`src/design/assembly_line_encoder_unit_assert.svh`:
```
// ----------------------------------------------------------------------------
// Assertion macros
// Concurrent assertion wrappers used by the encoder's line queue; empty in synthesis.
// ----------------------------------------------------------------------------
`ifndef ASSEMBLY_LINE_ENCODER_UNIT_ASSERT_SVH
`define ASSEMBLY_LINE_ENCODER_UNIT_ASSERT_SVH

`ifndef SYNTHESIS
`define ALE_ASSERT(lbl, clk, rst_n, prop, msg) \
	lbl: assert property (@(posedge clk) disable iff (!rst_n) (prop)) else $error(msg);
`define ALE_ASSERT_NEXT(lbl, clk, rst_n, pre, post, msg) \
	lbl: assert property (@(posedge clk) disable iff (!rst_n) (pre) |=> (post)) \
		else $error(msg);
`else
`define ALE_ASSERT(lbl, clk, rst_n, prop, msg)
`define ALE_ASSERT_NEXT(lbl, clk, rst_n, pre, post, msg)
`endif

`endif

```
`src/design/ale_pkg.sv`:
```
// ----------------------------------------------------------------------------
// ale_pkg
// Types, constants and mnemonic tables of the assembly line encoder.
// ----------------------------------------------------------------------------
package ale_pkg;

	localparam int MAX_TOKEN_CHARS = 3;
	localparam int TOKEN_STORE     = 3;
	localparam int TOKEN_LIMIT     = (MAX_TOKEN_CHARS < TOKEN_STORE) ?
	                                 MAX_TOKEN_CHARS : TOKEN_STORE;
	localparam int QUEUE_DEPTH     = 2;

	localparam logic [7:0] CH_AT   = 8'h40;
	localparam logic [7:0] CH_EQ   = 8'h3D;
	localparam logic [7:0] CH_SEMI = 8'h3B;
	localparam logic [7:0] CH_0    = 8'h30;
	localparam logic [7:0] CH_9    = 8'h39;

	typedef struct packed {
		logic [7:0] char_code;
		logic       line_end;
	} in_t;

	typedef struct packed {
		logic [15:0] machine_word;
		logic        comp_unknown;
		logic        address_overflow;
	} out_t;

	typedef struct packed {
		logic [23:0] chars;
		logic [1:0]  len;
		logic        too_long;
	} tok_t;

	// One finished line, handed from the front to the back.
	typedef struct packed {
		logic        is_addr;
		logic [15:0] addr;
		logic        addr_over;
		tok_t        dest;
		logic        has_dest;
		tok_t        comp;
		tok_t        jump;
		logic        has_jump;
	} line_rec_t;

	typedef struct packed {
		logic       found;
		logic [6:0] code;
	} comp_hit_t;

	function automatic comp_hit_t comp_lookup(tok_t t);
		comp_hit_t   r;
		logic [25:0] key;
		key     = {t.len, t.chars};
		r.found = !t.too_long;
		r.code  = 7'h00;
		case (key)
			{2'd1, 16'h0, "0"}: r.code = 7'h2A;
			{2'd1, 16'h0, "1"}: r.code = 7'h3F;
			{2'd2, 8'h0, "-1"}: r.code = 7'h3A;
			{2'd1, 16'h0, "D"}: r.code = 7'h0C;
			{2'd1, 16'h0, "A"}: r.code = 7'h30;
			{2'd2, 8'h0, "!D"}: r.code = 7'h0D;
			{2'd2, 8'h0, "!A"}: r.code = 7'h31;
			{2'd2, 8'h0, "-D"}: r.code = 7'h0F;
			{2'd2, 8'h0, "-A"}: r.code = 7'h33;
			{2'd3, "D+1"}:      r.code = 7'h1F;
			{2'd3, "A+1"}:      r.code = 7'h37;
			{2'd3, "D-1"}:      r.code = 7'h0E;
			{2'd3, "A-1"}:      r.code = 7'h32;
			{2'd3, "D+A"}:      r.code = 7'h02;
			{2'd3, "D-A"}:      r.code = 7'h13;
			{2'd3, "A-D"}:      r.code = 7'h07;
			{2'd3, "D&A"}:      r.code = 7'h00;
			{2'd3, "D|A"}:      r.code = 7'h15;
			{2'd1, 16'h0, "M"}: r.code = 7'h70;
			{2'd2, 8'h0, "!M"}: r.code = 7'h71;
			{2'd2, 8'h0, "-M"}: r.code = 7'h73;
			{2'd3, "M+1"}:      r.code = 7'h77;
			{2'd3, "M-1"}:      r.code = 7'h72;
			{2'd3, "D+M"}:      r.code = 7'h42;
			{2'd3, "D-M"}:      r.code = 7'h53;
			{2'd3, "M-D"}:      r.code = 7'h47;
			{2'd3, "D&M"}:      r.code = 7'h40;
			{2'd3, "D|M"}:      r.code = 7'h55;
			default:            r.found = 1'b0;
		endcase
		if (!r.found) begin
			r.code = 7'h00;
		end
		return r;
	endfunction

	function automatic logic [2:0] dest_lookup(tok_t t);
		logic [2:0]  r;
		logic [25:0] key;
		key = {t.len, t.chars};
		case (key)
			{2'd1, 16'h0, "M"}: r = 3'd1;
			{2'd1, 16'h0, "D"}: r = 3'd2;
			{2'd2, 8'h0, "MD"}: r = 3'd3;
			{2'd1, 16'h0, "A"}: r = 3'd4;
			{2'd2, 8'h0, "AM"}: r = 3'd5;
			{2'd2, 8'h0, "AD"}: r = 3'd6;
			{2'd3, "AMD"}:      r = 3'd7;
			default:            r = 3'd0;
		endcase
		return t.too_long ? 3'd0 : r;
	endfunction

	function automatic logic [2:0] jump_lookup(tok_t t);
		logic [2:0]  r;
		logic [25:0] key;
		key = {t.len, t.chars};
		case (key)
			{2'd3, "JGT"}: r = 3'd1;
			{2'd3, "JEQ"}: r = 3'd2;
			{2'd3, "JGE"}: r = 3'd3;
			{2'd3, "JLT"}: r = 3'd4;
			{2'd3, "JNE"}: r = 3'd5;
			{2'd3, "JLE"}: r = 3'd6;
			{2'd3, "JMP"}: r = 3'd7;
			default:       r = 3'd0;
		endcase
		return t.too_long ? 3'd0 : r;
	endfunction

endpackage

```
`src/design/ale_front.sv`:
```
// ----------------------------------------------------------------------------
// ale_front
// Character front end: classifies the line, accumulates the address or splits
// dest=comp;jump tokens, and hands one line record to the queue at line end.
// ----------------------------------------------------------------------------
module ale_front (
	input  logic              clk,
	input  logic              arst_n,
	input  logic              char_valid,
	output logic              char_ready,
	input  ale_pkg::in_t      char_item,
	output logic              rec_valid,
	input  logic              rec_ready,
	output ale_pkg::line_rec_t rec
);
	import ale_pkg::*;

	localparam logic [1:0] PH_START = 2'd0;
	localparam logic [1:0] PH_ADDR  = 2'd1;
	localparam logic [1:0] PH_COMP  = 2'd2;

	logic [1:0]  phase_q, phase_n;
	logic [15:0] addr_q, addr_n;
	logic        over_q, over_n;
	tok_t        cur_q, cur_n;
	tok_t        dest_q, dest_n;
	tok_t        comp_q, comp_n;
	logic        eq_q, eq_n;
	logic        semi_q, semi_n;
	logic [19:0] prod;
	logic [7:0]  c;
	logic        accept;

	assign c          = char_item.char_code;
	// only a line end needs room in the queue
	assign char_ready = rec_ready || !char_item.line_end;
	assign rec_valid  = char_valid && char_item.line_end;
	assign accept     = char_valid && char_ready;

	assign prod = {4'b0, addr_q} * 20'd10 + {16'b0, c[3:0]};

	always_comb begin
		phase_n = phase_q;
		addr_n  = addr_q;
		over_n  = over_q;
		cur_n   = cur_q;
		dest_n  = dest_q;
		comp_n  = comp_q;
		eq_n    = eq_q;
		semi_n  = semi_q;
		if (phase_q == PH_START) begin
			phase_n = (c == CH_AT) ? PH_ADDR : PH_COMP;
		end
		if (phase_q == PH_ADDR && c >= CH_0 && c <= CH_9) begin
			addr_n = prod[15:0];
			over_n = over_q | (prod[19:16] != 4'd0);
		end
		if (phase_n == PH_COMP) begin
			if (c == CH_EQ && !eq_q && !semi_q) begin
				eq_n   = 1'b1;
				dest_n = cur_q;
				cur_n  = '0;
			end else if (c == CH_SEMI && !semi_q) begin
				semi_n = 1'b1;
				comp_n = cur_q;
				cur_n  = '0;
			end else if (!cur_q.too_long) begin
				if (cur_q.len >= 2'(TOKEN_LIMIT)) begin
					cur_n.too_long = 1'b1;
				end else begin
					cur_n.chars = {cur_q.chars[15:0], c};
					cur_n.len   = cur_q.len + 2'd1;
				end
			end
		end
	end

	always_comb begin
		rec.is_addr   = (phase_n == PH_ADDR);
		rec.addr      = addr_n;
		rec.addr_over = over_n;
		rec.dest      = dest_n;
		rec.has_dest  = eq_n;
		// without ';' the open token is the comp
		rec.comp      = semi_n ? comp_n : cur_n;
		rec.jump      = cur_n;
		rec.has_jump  = semi_n;
	end

	always_ff @(posedge clk or negedge arst_n) begin
		if (!arst_n) begin
			phase_q <= PH_START;
			addr_q  <= '0;
			over_q  <= 1'b0;
			cur_q   <= '0;
			dest_q  <= '0;
			comp_q  <= '0;
			eq_q    <= 1'b0;
			semi_q  <= 1'b0;
		end else if (accept) begin
			if (char_item.line_end) begin
				phase_q <= PH_START;
				addr_q  <= '0;
				over_q  <= 1'b0;
				cur_q   <= '0;
				dest_q  <= '0;
				comp_q  <= '0;
				eq_q    <= 1'b0;
				semi_q  <= 1'b0;
			end else begin
				phase_q <= phase_n;
				addr_q  <= addr_n;
				over_q  <= over_n;
				cur_q   <= cur_n;
				dest_q  <= dest_n;
				comp_q  <= comp_n;
				eq_q    <= eq_n;
				semi_q  <= semi_n;
			end
		end
	end

endmodule

```
`src/design/ale_queue.sv`:
```
// ----------------------------------------------------------------------------
// ale_queue
// Small register FIFO of line records between the front and the back end.
// ----------------------------------------------------------------------------
`include "assembly_line_encoder_unit_assert.svh"

module ale_queue #(
	parameter int unsigned DEPTH = ale_pkg::QUEUE_DEPTH
) (
	input  logic               clk,
	input  logic               arst_n,
	input  logic               push_valid,
	output logic               push_ready,
	input  ale_pkg::line_rec_t push_rec,
	output logic               pop_valid,
	input  logic               pop_ready,
	output ale_pkg::line_rec_t pop_rec
);
	import ale_pkg::*;

	localparam int PW = (DEPTH > 1) ? $clog2(DEPTH) : 1;
	localparam int CW = $clog2(DEPTH + 1);

	line_rec_t   mem_q [DEPTH];
	logic [PW-1:0] wr_ptr_q, rd_ptr_q;
	logic [CW-1:0] count_q;
	logic          push, pop;

	assign push_ready = (count_q != CW'(DEPTH));
	assign pop_valid  = (count_q != '0);
	assign push       = push_valid && push_ready;
	assign pop        = pop_valid && pop_ready;
	assign pop_rec    = mem_q[rd_ptr_q];

	always_ff @(posedge clk) begin
		if (push) begin
			mem_q[wr_ptr_q] <= push_rec;
		end
	end

	always_ff @(posedge clk or negedge arst_n) begin
		if (!arst_n) begin
			wr_ptr_q <= '0;
			rd_ptr_q <= '0;
			count_q  <= '0;
		end else begin
			if (push) begin
				wr_ptr_q <= (wr_ptr_q == PW'(DEPTH - 1)) ? '0 : wr_ptr_q + 1'b1;
			end
			if (pop) begin
				rd_ptr_q <= (rd_ptr_q == PW'(DEPTH - 1)) ? '0 : rd_ptr_q + 1'b1;
			end
			if (push && !pop) begin
				count_q <= count_q + 1'b1;
			end else if (pop && !push) begin
				count_q <= count_q - 1'b1;
			end
		end
	end

	`ALE_ASSERT(a_count_bound, clk, arst_n, count_q <= CW'(DEPTH), "queue count above depth")
	`ALE_ASSERT_NEXT(a_count_up, clk, arst_n, push && !pop, count_q == CW'($past(count_q) + 1'b1), "queue count did not grow on push")
	`ALE_ASSERT_NEXT(a_count_down, clk, arst_n, pop && !push, count_q == CW'($past(count_q) - 1'b1), "queue count did not shrink on pop")

endmodule

```
`src/design/ale_back.sv`:
```
// ----------------------------------------------------------------------------
// ale_back
// Back end: looks up the mnemonic tables for one line record and holds the
// encoded word in the output register until it is taken.
// ----------------------------------------------------------------------------
module ale_back (
	input  logic               clk,
	input  logic               arst_n,
	input  logic               rec_valid,
	output logic               rec_ready,
	input  ale_pkg::line_rec_t rec,
	output logic               word_valid,
	input  logic               word_ready,
	output ale_pkg::out_t      word_item
);
	import ale_pkg::*;

	logic      valid_q;
	out_t      word_q;
	out_t      word_n;
	comp_hit_t chit;
	logic [2:0] dcode, jcode;

	assign rec_ready  = !valid_q || word_ready;
	assign word_valid = valid_q;
	assign word_item  = word_q;

	always_comb begin
		chit  = comp_lookup(rec.comp);
		dcode = rec.has_dest ? dest_lookup(rec.dest) : 3'd0;
		jcode = rec.has_jump ? jump_lookup(rec.jump) : 3'd0;
		if (rec.is_addr) begin
			word_n.machine_word     = rec.addr;
			word_n.comp_unknown     = 1'b0;
			word_n.address_overflow = rec.addr_over;
		end else begin
			word_n.machine_word     = {3'b111, chit.code, dcode, jcode};
			word_n.comp_unknown     = !chit.found;
			word_n.address_overflow = 1'b0;
		end
	end

	always_ff @(posedge clk) begin
		if (rec_valid && rec_ready) begin
			word_q <= word_n;
		end
	end

	always_ff @(posedge clk or negedge arst_n) begin
		if (!arst_n) begin
			valid_q <= 1'b0;
		end else if (rec_ready) begin
			valid_q <= rec_valid;
		end
	end

endmodule

```
`src/design/assembly_line_encoder_unit.sv`:
```
// ----------------------------------------------------------------------------
// assembly_line_encoder_unit
// Encodes Hack assembly lines, one character per transaction, into 16-bit
// instruction words.
// ----------------------------------------------------------------------------
// Usage:
//   char channel: one ASCII character per transaction; line_end marks the
//   last character of a line. Only that transaction produces a result.
//   word channel: one transaction per finished line with the machine word,
//   comp_unknown for C-lines and address_overflow for A-lines.
//   Path: the record of the line_end character is written into the line queue;
//   the word then becomes valid once the table lookup result is registered
//   in the output register.
//   Throughput: one character per cycle while word_ready is high, including
//   one-character lines; set by the front end's per-character token register.
//   Stall: while the receiver holds word_ready low, characters that do not
//   end a line keep flowing; a line_end character waits with char_ready low
//   once the line queue (DEPTH records) and the output register are full.
//   Reset: arst_n clears the line state, the queue and the output valid;
//   the first character after reset starts a new line.
// ----------------------------------------------------------------------------
module assembly_line_encoder_unit #(
	parameter int unsigned DEPTH = ale_pkg::QUEUE_DEPTH
) (
	input  logic          clk,
	input  logic          arst_n,
	input  logic          char_valid,
	output logic          char_ready,
	input  ale_pkg::in_t  char_item,
	output logic          word_valid,
	input  logic          word_ready,
	output ale_pkg::out_t word_item
);
	import ale_pkg::*;

	line_rec_t front_rec, back_rec;
	logic      front_valid, front_ready;
	logic      back_valid, back_ready;

	ale_front u_front (
		.clk        (clk),
		.arst_n     (arst_n),
		.char_valid (char_valid),
		.char_ready (char_ready),
		.char_item  (char_item),
		.rec_valid  (front_valid),
		.rec_ready  (front_ready),
		.rec        (front_rec)
	);

	ale_queue #(
		.DEPTH (DEPTH)
	) u_queue (
		.clk        (clk),
		.arst_n     (arst_n),
		.push_valid (front_valid),
		.push_ready (front_ready),
		.push_rec   (front_rec),
		.pop_valid  (back_valid),
		.pop_ready  (back_ready),
		.pop_rec    (back_rec)
	);

	ale_back u_back (
		.clk        (clk),
		.arst_n     (arst_n),
		.rec_valid  (back_valid),
		.rec_ready  (back_ready),
		.rec        (back_rec),
		.word_valid (word_valid),
		.word_ready (word_ready),
		.word_item  (word_item)
	);

endmodule
```
`config.mk`:
```
export PLATFORM = sky130hd
export DESIGN_NAME = assembly_line_encoder_unit
export DESIGN_NICKNAME = d
export VERILOG_FILES = /design/src/design/ale_pkg.sv /design/src/design/ale_front.sv /design/src/design/ale_queue.sv /design/src/design/ale_back.sv /design/src/design/assembly_line_encoder_unit.sv
export VERILOG_INCLUDE_DIRS = /design/src /design/src/design
export SDC_FILE = /design/constraint.sdc
export NUM_CORES = 1
export LEC_CHECK = 0
export BUFFER_PORTS_ARGS = -buffer_cell sky130_fd_sc_hd__buf_4
export CAP_MARGIN = 20
export CORE_MARGIN = 2
export CORE_UTILIZATION = 48
export CTS_BUF_LIST = sky130_fd_sc_hd__clkbuf_4 sky130_fd_sc_hd__clkbuf_8 sky130_fd_sc_hd__clkbuf_16
export DETAILED_ROUTE_END_ITERATION = 10
export HOLD_SLACK_MARGIN = 0.03
export PLACE_DENSITY_LB_ADDON = 0.3
export SLEW_MARGIN = 40
export SYNTH_ARGS = -nofsm -noshare
export SYNTH_HDL_FRONTEND = slang
export SYNTH_SLANG_ARGS = --single-unit
```
`constraint.sdc`:
```
create_clock -name clk -period 7.8 [get_ports clk]
set_input_delay 1.56 -clock clk [delete_from_list [all_inputs] [get_ports clk]]
set_output_delay 1.56 -clock clk [all_outputs]
set_load 0.05 [all_outputs]
```
Yosys cells after proc, flatten, opt, wreduce, memory -nomap -nowiden
Memory sizes are Yosys's and may differ from the RTL's.
Index checks and enable logic that the tools add are counted.
- reductions and logical operators: 26
- multiplexer cells: 45
- bitwise operators: 1
- multipliers: 1
- eq/ne operators: 49
- add/sub/neg operators: 6
- $lt $le $gt $ge: 3
- shift-type cells: 0
- div/mod/pow operators: 0
- operators by type and width (kind ; count):
    equality test 26 bit (second input constant) ; 34
    two-way mux 27 bit ; 13
    equality test 26 x 25 -> 1 bit (second input constant) ; 8
    one-hot mux 7 bit (27 select lines) ; 1
    one-hot mux 3 bit (7 select lines) ; 2
    two-way mux 16 bit ; 2
    OR reduction 28 bit ; 1
    two-way mux 26 bit ; 1
    adder 20 x 4 -> 20 bit ; 1
    multiplier 16 x 3 -> 19 bit (second input constant) ; 1
    equality test 8 x 6 -> 1 bit (second input constant) ; 2
    two-way mux 1 bit ; 15
    two-way mux 15 bit ; 1
    two-way mux 3 bit ; 4
    logical AND 1 bit ; 11
    two-way mux 2 bit ; 5
    equality test 8 x 7 -> 1 bit (second input constant) ; 1
    >= comparator 8 x 6 -> 1 bit (second input constant) ; 1
    less-or-equal comparator 8 x 6 -> 1 bit (second input constant) ; 1
    logical NOT 1 bit ; 8
    two-way mux 7 bit ; 1
    adder 2 x 1 -> 2 bit (second input constant) ; 2
    equality test 2 x 1 -> 1 bit (second input constant) ; 2
    nonzero test 2 bit ; 2
    other kinds (9) ; 11
- bits in latches: 0
- memories: 1
- output and inout bits: 20
- memory bits (writable): 202
- word-level logic and storage cells: 154
- memory bits (read-only): 0
- register bits after elaboration: 125
- memories (name ; depth ; width ; rd ports ; clocked after Yosys merged registers in ; write ports ; line ; RTL):
    u_queue.mem_q ; 2 ; 101 ; 1 ; 0 ; 1 ; ale_queue.sv:24 ; line_rec_t mem_q [DEPTH];

Logic depth before layout (Yosys ltp)
Gate-level depths: netlist of run 1.
- word-level depth: 7
- depth in mapped cells: 14
- depth with buffers taken out: 11

By module
From an unflattened synthesis of run 1, not the netlist that was laid out.
- cells, all modules: 1293
- area total of the unflattened synthesis: 16366.9 um2
- by module, submodules not included (module ; sequential area each (um2) ; area each (um2) ; cells each ; instances):
    ale_queue ; 6165.9 ; 7805.0 ; 332 ; 1
    ale_front ; 2552.4 ; 6598.8 ; 734 ; 1
    ale_back ; 565.5 ; 1963.1 ; 227 ; 1

Worst setup path before layout of run 1
Ideal clock, no wire load.
- kind: input -> register
- from: input port char_item[0] (netlist bit)
- to: memory u_queue.mem_q[0][0] (netlist bit), enable pin
- arrival: 6.177 ns
- required time: 7.238 ns
- library setup time: 0.562 ns
- slack: 1.061 ns
- cell stages on the path: 3
- cells stage by stage: clkbuf_1 > nand3_1 > nor2_1
- longest elaborated chain between the ends: 4
- RTL lines (what ; line ; RTL):
    start: declaration ; assembly_line_encoder_unit.sv:29 ; input ale_pkg::in_t char_item,
    logical AND 1 bit ; ale_front.sv:37 ; assign rec_valid = char_valid && char_item.line_end;
    logical AND 1 bit ; ale_queue.sv:31 ; assign push = push_valid && push_ready;
    two-way mux 1 bit ; ale_queue.sv:36 ; if (push) begin
    two-way mux 1 bit (not written as such) ; ale_queue.sv:37 ; mem_q[wr_ptr_q] <= push_rec;
    end: declaration ; ale_queue.sv:24 ;
No other way between the ends.

Worst setup path after layout of run 1
- from: input port char_item[0] (netlist bit)
- to: output port char_ready
- longest elaborated chain between the ends: 2
- RTL lines (what ; line ; RTL):
    logical NOT 1 bit ; ale_front.sv:36 ; assign char_ready = rec_ready || !char_item.line_end;
    logical OR 1 bit ; ale_front.sv:36 ;
    end: declaration ; assembly_line_encoder_unit.sv:28 ; output logic char_ready,
No other way between the ends.

==> results of run 1 <==
==> routing by layer <==
layer  vias to the layer above  wire (µm)  track usage, %
met5                         -          0               0
met4                         0        879            6.52
met3                        51       2740            3.87
met2                       371      17400            34.8
met1                      5318      17000            32.6
li1                       5088          -               -
==> logic make-up (layout without fill, tap and decap cells) <==
logic type,count (synthesis),count (layout),synth area share [%]
fa+ha+maj,34,34,2.77
flops,327,327,58.3
xor+xnor,22,22,1.21
simple gates,401,401,13.0
compound gates,366,366,16.6
buf+inv,92,133,2.81
mux,79,79,5.23
==> synthesized netlist by cell type (12+ instances only) <==
cell type  instances
a21oi_1           47
a21oi_2           21
a22o_1            69
a22oi_1           32
buf_2             12
clkbuf_1          42
dfrtp_1          107
edfxtp_1         220
ha_1              32
inv_1             22
mux2_2            33
mux2i_1           46
nand2_1          163
nand3_1           17
nand3b_1          12
nor2_1            69
nor3_1            27
nor3b_1           12
o21ai_0           55
o21ai_1           31
o22ai_1           17
xnor2_1           14
==> metrics by stage <==
step,hold slack [ns],total power [mW]
detailed placement,0.485,3.61
global placement,0.482,3.57
global route,0.510,5.41
CTS,0.502,5.18
floorplan,0.460,3.28
finish,0.499,5.18
==> path summary, 6_finish.rpt <==
kind | from | end | slack, ns | cells past startpoint
setup / recovery | char_item[0] | char_ready | 3.74 | 3
min in group asynchronous | arst_n | u_front.dest_q[25]$_DFFE_PN0P_ | 1.12 | 1
hold / removal | u_front.dest_q[7]$_DFFE_PN0P_ | u_front.dest_q[7]$_DFFE_PN0P_ | 0.50 | 1
hold reg to reg | u_front.dest_q[7]$_DFFE_PN0P_ | u_front.dest_q[7]$_DFFE_PN0P_ | 0.50 | 1
setup reg to reg | u_front.addr_q[1]$_DFFE_PN0P_ | u_queue.mem_q[0][83]$_DFFE_PP_ | 3.81 | 11
max in group asynchronous | arst_n | u_queue.rd_ptr_q$_DFFE_PN0P_ | 5.63 | 2
==> power by group <==
part / internal, mW / leakage, nW / switching (mW) / total [mW]
clock: 0.930 / 0.553 / 0.651 / 1.58
combinational: 0.375 / 2.48 / 0.768 / 1.14
sequential: 2.22 / 3.52 / 0.233 / 2.45
total: 3.53 / 6.55 / 1.65 / 5.18
==> registers in the layout (all words and copies together), names as in the netlist, 2 cells and up <==
register          cells
u_front.addr_q       16
u_queue.mem_q       202
u_queue.count_q       2
u_front.cur_q        27
u_front.comp_q       27
u_front.phase_q       2
u_back.word_item     18
u_front.dest_q       27
==> final cells by class <==
cell class	count	share of cell area (%)
Timing Repair Buffer	49	2.28
Inverter	22	0.468
Clock inverter	16	0.801
Tap cell	442	3.13
Sequential cell	327	52.6
Clock buffer	46	5.40
Multi-Input combinational cell	902	35.3
==> impl_metrics.json, run 1 <==
{
  "cp_max_fo": 35,
  "path_buf_inv": 2,
  "status": "finished, final reports clean",
  "hold_violations": 0,
  "wl_per_cell_um": 21.1,
  "min_period_ns": 4.06,
  "critPathKind": "in -> out",
  "layout.nets": 1383,
  "netlist_area_um2": 15900,
  "initial_core_util_pct": 48.8,
  "die_area_um2": 34600,
  "worst_path_max_delay_cell": "buf_4",
  "utilization_pct": 54.1,
  "overflow": 0,
  "synth_edf_count": 220,
  "fin_tns_setup_ns": 0,
  "finalWorstSetupSlack_ns": 3.74,
  "place_ws_ns": 3.28,
  "peakVddDrop_mv": 0.158,
  "drcViolationCount": 0,
  "grt_max_degree": 75,
  "setup_viol": 0,
  "antenna_cells": 0,
  "regArea_um2": 9290,
  "layout_commonest_cell": "edfxtp_1",
  "synth_cell_types": 95,
  "power.leakage_nw": 6.55,
  "yosysWarnings": 0,
  "timing.final.crit_share_pct": 52.1,
  "rsz0062_at_grt": "no",
  "clk_pin_slew_worst_paths_ns": 0.06,
  "multi_input_area_um2": 6230,
  "drt-total-wl_mm": 38.0,
  "slew_headroom_pct": 42.8,
  "cts_max_level": 2,
  "p_per_area_nw_per_um2": 293,
  "syn_to_final_growth_pct": 10.9,
  "synth_cells": 1321,
  "io_buffers": 32,
  "cp_common_cell": "buf_4",
  "drtAntennaViolNets": 0,
  "vias_per_cell": 6.00,
  "fp.dieH_um": 186,
  "dpl_cell_area_um2": 16500,
  "grt.total_usage_pct": 22.5,
  "rows": 66,
  "worstPathCellList": "buf_4, nand3b_1, buf_4",
  "maxCapViolCount": 0,
  "drtPass1Iterations": 5,
  "arrival_ns": 2.50,
  "cts_resized": 0,
  "finalClockSkew_ns": 0.0242,
  "synth.net_count": 1368,
  "n_fill_cell": 2733,
  "vias": 10800,
  "dp.cells": 1739,
  "dp_hpwl_mm": 25.1,
  "drv_slew": 0,
  "hp-class": "reg -> reg",
  "clock_latency_ns": 0.52,
  "final_cell_area_um2": 17600,
  "grt_pass1_vias": 10400,
  "final_cell_mix": "edfxtp_1, nand2_1, dfrtp_1, a22o_1, nor2_1",
  "synth_area_leaders": "edfxtp_1, dfrtp_1, nand2_1, a22o_1, mux2i_1",
  "async_flop_share_pct": 32.7,
  "grt_first_pass_wirelength_mm": 59.3,
  "drt-initial-drc-count": 1079,
  "fp.dieW_um": 186,
  "synth_top_cell_area_share_pct": 41.5,
  "fmaxAchievable_mhz": 246,
  "core-area_um2": 32600,
  "tightest_slew_ns": 0.847,
  "cts_sinks": 327,
  "drive_above_1_share_pct": 14.5,
  "ys_seq_area_share_pct": 58.3,
  "synth-seq-cells": 327,
  "ios": 33,
  "postCtsHoldBufs": 0,
  "cp.required_ns": 6.24,
  "ys.flop_type": "edfxtp_1",
  "clockBufferDepth": 3,
  "routabilityCongestion": 0.866,
  "worst_setup_path_start_kind": "input pin",
  "cts_root_buf": "clkbuf_16",
  "post-cts-setup-buffers": 0,
  "layout.cells.non_filler": 1804,
  "antenna_found_initial": 1,
  "syn_area_per_cell_um2": 12.0,
  "yosysTopAreaCell": "edfxtp_1",
  "critPathCaptureType": "primary output",
  "cts_tree": "built",
  "crit_family": "buffers and inverters",
  "cts_buffers": 34,
  "critPathMaxStageDelay_ns": 0.35
}
Note: power is estimated with default switching activity, not from simulation.
==> run 2, diff against run 1 <==
==> constraint.sdc (replaced) <==
create_clock -name clk -period 3.9 [get_ports clk]
set_input_delay 0.78 -clock clk [delete_from_list [all_inputs] [get_ports clk]]
set_output_delay 0.78 -clock clk [all_outputs]
set_load 0.05 [all_outputs]
==> run 2 against run 1 <==
Utilization grew 0.72 points. Clock skew fell by 0.0067 ns. Combinational power increased by 110%. Worst hold slack worse by 0.26 ns. Largest power group unchanged.
==> impl_metrics.json, run 2 (synthesis gave the netlist of run 1 again) <==
{
  "slew_headroom_pct": 44.8,
  "fmaxAchievable_mhz": 269,
  "drtPass1Iterations": 7,
  "drt-initial-drc-count": 1148,
  "core-area_um2": 32600,
  "antenna_cells": 0,
  "fp.dieH_um": 186,
  "drtAntennaViolNets": 0,
  "hp-class": "in -> async",
  "cts_sinks": 327,
  "hold_violations": 0,
  "io_buffers": 32,
  "vias": 11100,
  "routabilityCongestion": 0.857,
  "worst_setup_path_start_kind": "flop",
  "cp_max_fo": 5,
  "clock_latency_ns": 0.53,
  "crit_path_start": "u_front.addr_q[1]$_DFFE_PN0P_",
  "fp.dieW_um": 186,
  "peakVddDrop_mv": 0.421,
  "drcViolationCount": 0,
  "top_layer": "met4",
  "layout_commonest_cell": "edfxtp_1",
  "status": "finished, final reports clean",
  "finalClockSkew_ns": 0.0175,
  "grt_first_pass_wirelength_mm": 59.9,
  "critPathKind": "reg -> reg",
  "cts_max_level": 2,
  "final_cell_mix": "edfxtp_1, nand2_1, dfrtp_1, a22o_1, nor2_1",
  "grt_pass1_vias": 10600,
  "wl_met3_mm": 2.40,
  "cp.required_ns": 4.17,
  "drive_above_1_share_pct": 15.8,
  "cts_root_buf": "clkbuf_16",
  "power.leakage_nw": 6.68,
  "rsz0062_at_grt": "no",
  "p_per_area_nw_per_um2": 594,
  "final_cell_area_um2": 17900,
  "met2_wirelength_mm": 17.4,
  "n_fill_cell": 2661,
  "regMostFlops": "u_queue.mem_q",
  "fin_tns_setup_ns": 0,
  "rr_startpoint": "u_front.addr_q[1]$_DFFE_PN0P_",
  "rows": 66,
  "drv_slew": 0,
  "post-cts-setup-buffers": 0,
  "multi_input_area_um2": 6210,
  "clockBufferDepth": 3,
  "initial_core_util_pct": 48.8,
  "regArea_um2": 9290,
  "grt.total_usage_pct": 22.4,
  "layout.nets": 1403,
  "min_period_ns": 3.72,
  "antenna_found_initial": 0,
  "vias_per_cell": 6.10,
  "cts_tree": "built",
  "setup_viol": 0,
  "critPathCaptureType": "flop",
  "largest_reg_flops": 202,
  "ff2ff_setup_slack_ns": 0.18,
  "cts_resized": 0,
  "cts_buffers": 35,
  "die_area_um2": 34600,
  "tightest_slew_ns": 0.821,
  "holdWs_ns": 0.236,
  "p_total_mw": 10.6,
  "drt-total-wl_mm": 37.9,
  "wl_per_cell_um": 20.7,
  "dp_hpwl_mm": 25.4,
  "clk_pin_slew_worst_paths_ns": 0.06,
  "postCtsHoldBufs": 0,
  "grt_max_degree": 70,
  "dpl_cell_area_um2": 16700,
  "arrival_ns": 3.99,
  "timing.final.crit_share_pct": 95.4,
  "maxCapViolCount": 0,
  "overflow": 0,
  "ios": 33,
  "syn_to_final_growth_pct": 12.4,
  "wl_met1_mm": 17.3
}
==> run 2: cell types whose count changed in the layout (fill, tap and decap cells not counted), sizes merged <==
cell      delta
buf         +19
clkinv       +2
bufinv       +1
inv          -2
clkinvlp     +1
==> run 2: area by class of cell <==
type                            instances  share of cell area, %
Inverter                               22                  0.462
Multi-Input combinational cell        902                   34.8
Clock buffer                           46                   5.43
Timing Repair Buffer                   68                   3.16
Clock inverter                         18                   1.16
Tap cell                              442                   3.09
Sequential cell                       327                   51.9
==> run 2: critical path, cell delays in order (launching register included) <==
cell and delay (ns):
dfrtp_1 0.44, ha_1 0.32, ha_1 0.26, fa_1 0.48, a211o_1 0.34, a2111o_1 0.37, nand3_1 0.12, nand4_1 0.20
nor4_2 0.39, nand4_1 0.15, a211o_1 0.29, o21a_1 0.12
==> run 2: final timing paths <==
| path | endpoint | cells after the start |
|---|---|---|
| max reg2reg | u_queue.mem_q[1][83]$_DFFE_PP_ | 11 |
| min reg2reg | u_front.dest_q[21]$_DFFE_PN0P_ | 1 |
| max | u_queue.mem_q[1][83]$_DFFE_PP_ | 11 |
| min | u_front.dest_q[5]$_DFFE_PN0P_ | 1 |
| min in group clk | u_front.dest_q[21]$_DFFE_PN0P_ | 1 |
| max in group asynchronous | u_front.addr_q[2]$_DFFE_PN0P_ | 2 |
==> run 2: power breakdown <==
part	switching, mW	internal (mW)	leakage [nW]	total, mW
clock network	1.37	1.98	0.587	3.35
logic	1.58	0.782	2.57	2.36
registers	0.466	4.44	3.52	4.91
total	3.42	7.20	6.68	10.6
==> run 2: per-stage QoR <==
step                      cells  setup WS (ns)  utilization, %
after floorplan            1321          0.421               -
after CTS                  1825          0.111            54.8
final                      1825          0.178            54.8
after detailed placement   1761          0.125            51.2
after global placement     1761          0.183            51.2
after global routing       1825        0.00448            54.8
==> run 2: layer usage <==
layer	GRT usage [%]	vias to the layer above
met4	5.39	0
met5	0	-
met1	33.1	5573
li1	-	5121
met2	35.2	384
met3	3.11	61
==> run 3, diff against run 2 <==
--- a/config.mk
+++ b/config.mk
@@ -6,10 +6,11 @@
 export SDC_FILE = /design/constraint.sdc
 export NUM_CORES = 1
 export LEC_CHECK = 0
+export ABC_AREA = 1
 export BUFFER_PORTS_ARGS = -buffer_cell sky130_fd_sc_hd__buf_4
 export CAP_MARGIN = 20
 export CORE_MARGIN = 2
-export CORE_UTILIZATION = 48
+export CORE_UTILIZATION = 60
 export CTS_BUF_LIST = sky130_fd_sc_hd__clkbuf_4 sky130_fd_sc_hd__clkbuf_8 sky130_fd_sc_hd__clkbuf_16
 export DETAILED_ROUTE_END_ITERATION = 10
 export HOLD_SLACK_MARGIN = 0.03
==> run 3 against run 2 <==
Combinational power is 32% higher. Total power grew 5.8%. Area after synthesis grew 4.6%. Critical path depth is 1 higher. Sequential share of layout area fell by 1.7 points. Sequential power shrank 0.8%. Register-to-register slack improved by 0.51 ns. Via count up 18%. First-iteration DRC count is 30% higher. Worst hold slack improved by 0.057 ns. Synthesized cell count is 44% higher. Global-route usage rose by 7.2 points. Largest cell class unchanged. Largest power group unchanged.
==> impl_metrics.json, run 3 <==
{
  "wl_per_cell_um": 18.0,
  "clock_power_share_pct": 29.0,
  "status": "finished, final reports clean",
  "crit_end": "u_queue.mem_q[0][99]$_DFFE_PP_",
  "fmaxAchievable_mhz": 311,
  "ios": 33,
  "timing.final.crit_share_pct": 82.3,
  "power_frac_comb_pct": 27.7,
  "die_area_um2": 29100,
  "finalClockSkew_ns": 0.0250,
  "synth_cells": 1898,
  "min_period_ns": 3.21,
  "p_int_mw": 7.29,
  "critPathKind": "reg -> reg",
  "cts_tree": "built",
  "ys_seq_area_share_pct": 55.8,
  "grt_pass1_vias": 12900,
  "ys.flop_type": "edfxtp_1",
  "regMostFlops": "u_queue.mem_q",
  "netlist_area_um2": 16600,
  "drt-initial-drc-count": 1495,
  "p_sw_mw": 3.94,
  "p_sw_share_pct": 35.1,
  "crit_path_start": "u_front.addr_q[1]$_DFFE_PN0P_",
  "yosysTopAreaCell": "edfxtp_1",
  "vias": 13200,
  "peakVddDrop_mv": 0.396,
  "dpl_cell_area_um2": 17300,
  "cp.required_ns": 4.11,
  "routabilityCongestion": 0.908,
  "cts_buffers": 34,
  "synth_top_cell_area_share_pct": 39.7,
  "ff2ff_setup_slack_ns": 0.69,
  "grt_first_pass_wirelength_mm": 66.8,
  "power.leakage_nw": 8.50,
  "final_cell_mix": "nand2_1, inv_1, edfxtp_1, o21ai_0, nor2_1",
  "synthMostInstantiatedCell": "nand2_1",
  "finalWorstSetupSlack_ns": 0.689,
  "cts_root_buf": "clkbuf_16",
  "post-cts-setup-buffers": 0,
  "cts_resized": 0,
  "synth_edf_count": 220,
  "synth-seq-cells": 327,
  "drv_slew": 0,
  "drive_above_1_share_pct": 9.59,
  "overflow": 0,
  "rsz0062_at_grt": "no",
  "largest_reg_flops": 202,
  "grt.total_usage_pct": 29.6,
  "worst_setup_path_start_kind": "flop",
  "setup_viol": 0,
  "synth_cell_types": 45,
  "cts_sinks": 327,
  "r2r-end": "u_queue.mem_q[0][99]$_DFFE_PP_",
  "yosysWarnings": 0,
  "layout.nets": 1971,
  "cts_max_level": 2,
  "async_flop_share_pct": 32.7,
  "slew_headroom_pct": 39.7,
  "rr_worst_depth": 12,
  "rows": 60,
  "syn_area_per_cell_um2": 8.77,
  "antenna_found_initial": 0,
  "final_cell_area_um2": 18500,
  "critPathCaptureType": "flop",
  "maxCapViolCount": 0,
  "cp_max_fo": 5,
  "initial_core_util_pct": 61.4,
  "fp.dieW_um": 171,
  "synth_commonest_cells": "nand2_1, inv_1, edfxtp_1",
  "grt_max_degree": 103,
  "postCtsHoldBufs": 0,
  "synth_area_leaders": "edfxtp_1, dfrtp_1, nand2_1, inv_1, o21ai_0",
  "clockBufferDepth": 3,
  "rr_startpoint": "u_front.addr_q[1]$_DFFE_PN0P_",
  "core-area_um2": 27100,
  "drtAntennaViolNets": 0,
  "place_ws_ns": 0.705,
  "hold_violations": 0,
  "fp.dieH_um": 171,
  "vias_per_cell": 5.67,
  "hp-class": "in -> async",
  "drt-total-wl_mm": 41.7,
  "dp_hpwl_mm": 27.5,
  "io_buffers": 32,
  "syn_to_final_growth_pct": 11.0,
  "synth.net_count": 1945,
  "arrival_ns": 3.42,
  "tightest_slew_ns": 0.895,
  "clock_latency_ns": 0.51,
  "drtPass1Iterations": 6,
  "antenna_cells": 0,
  "layout_commonest_cell": "nand2_1",
  "p_per_area_nw_per_um2": 608,
  "clk_pin_slew_worst_paths_ns": 0.06,
  "drcViolationCount": 0,
  "p_seq_share_pct": 43.3
}
-- run 3: cell type report --
cell class	count	area, µm²
inverters	269	1010
flip-flops and latches	327	9290
repair buffers	57	542
fillers	2039	8630
multi-input cells	1235	6040
clock inverters	9	97.6
well taps	372	465
clock buffers	52	1030
-- run 3: layer usage --
metal / up-vias / global-route usage (%) / wire length [µm]
li1: 6301 / - / -
met1: 6171 / 41.2 / 17800
met2: 593 / 47.3 / 18900
met3: 88 / 5.74 / 3760
met4: 0 / 9.66 / 1180
met5: - / 0 / 0
-- run 3: power by group through the flow --
stage | combinational, mW | clock (mW) | sequential [mW]
6_report | 3.11 | 3.25 | 4.87
5_1_grt | 3.42 | 3.39 | 4.91
4_1_cts | 3.07 | 3.27 | 4.85
3_5_place_dp | 3.03 | 0 | 4.91
3_3_place_gp | 2.94 | 0 | 4.89
2_1_floorplan | 1.86 | 0 | 5.12
-- run 3: cell families after synthesis --
| logic type | count (synthesis) | share of synthesized area [%] |
|---|---|---|
| compound gates | 320 | 10.1 |
| xor+xnor | 9 | 0.474 |
| fa+ha+maj | 34 | 2.65 |
| buf+inv | 336 | 8.18 |
| flops | 327 | 55.8 |
| mux | 11 | 0.662 |
| simple gates | 861 | 22.1 |
-- run 3: metrics by stage --
stage                     setup TNS [ns]  hold slack (ns)  total power, mW  instances  utilization (%)
after floorplan                   -19.72            0.467             6.98       1898                -
after global placement                 0            0.484             7.83       2259             63.9
after detailed placement               0            0.490             7.93       2259             63.9
after CTS                              0            0.350             11.2       2320             68.0
after global routing                   0            0.348             11.7       2321             68.1
final                                  0            0.293             11.2       2321             68.1
-- run 3: critical path: stages (launching register included) --
cell	delay [ns]
dfrtp_1	0.44
ha_1	0.33
ha_1	0.28
fa_1	0.51
xnor2_1	0.22
nor2_1	0.14
nand2_1	0.08
nor2_1	0.09
nand2_1	0.08
nor2_1	0.25
nand3_1	0.13
xnor2_1	0.22
a21boi_0	0.16
-- run 3: how the worst min path moves through the flow --
stage	end	startpoint	cells after the start	slack (ns)
floorplan	u_queue.count_q[0]$_DFFE_PN0P_	u_queue.count_q[0]$_DFFE_PN0P_	1	0.47
global placement	u_queue.count_q[0]$_DFFE_PN0P_	u_queue.count_q[0]$_DFFE_PN0P_	1	0.48
detailed placement	u_queue.count_q[0]$_DFFE_PN0P_	u_queue.count_q[0]$_DFFE_PN0P_	1	0.49
CTS	u_back.word_valid$_DFFE_PN0N_	arst_n	1	0.35
global route	u_back.word_valid$_DFFE_PN0N_	arst_n	1	0.35
finish	u_back.word_valid$_DFFE_PN0N_	arst_n	1	0.29
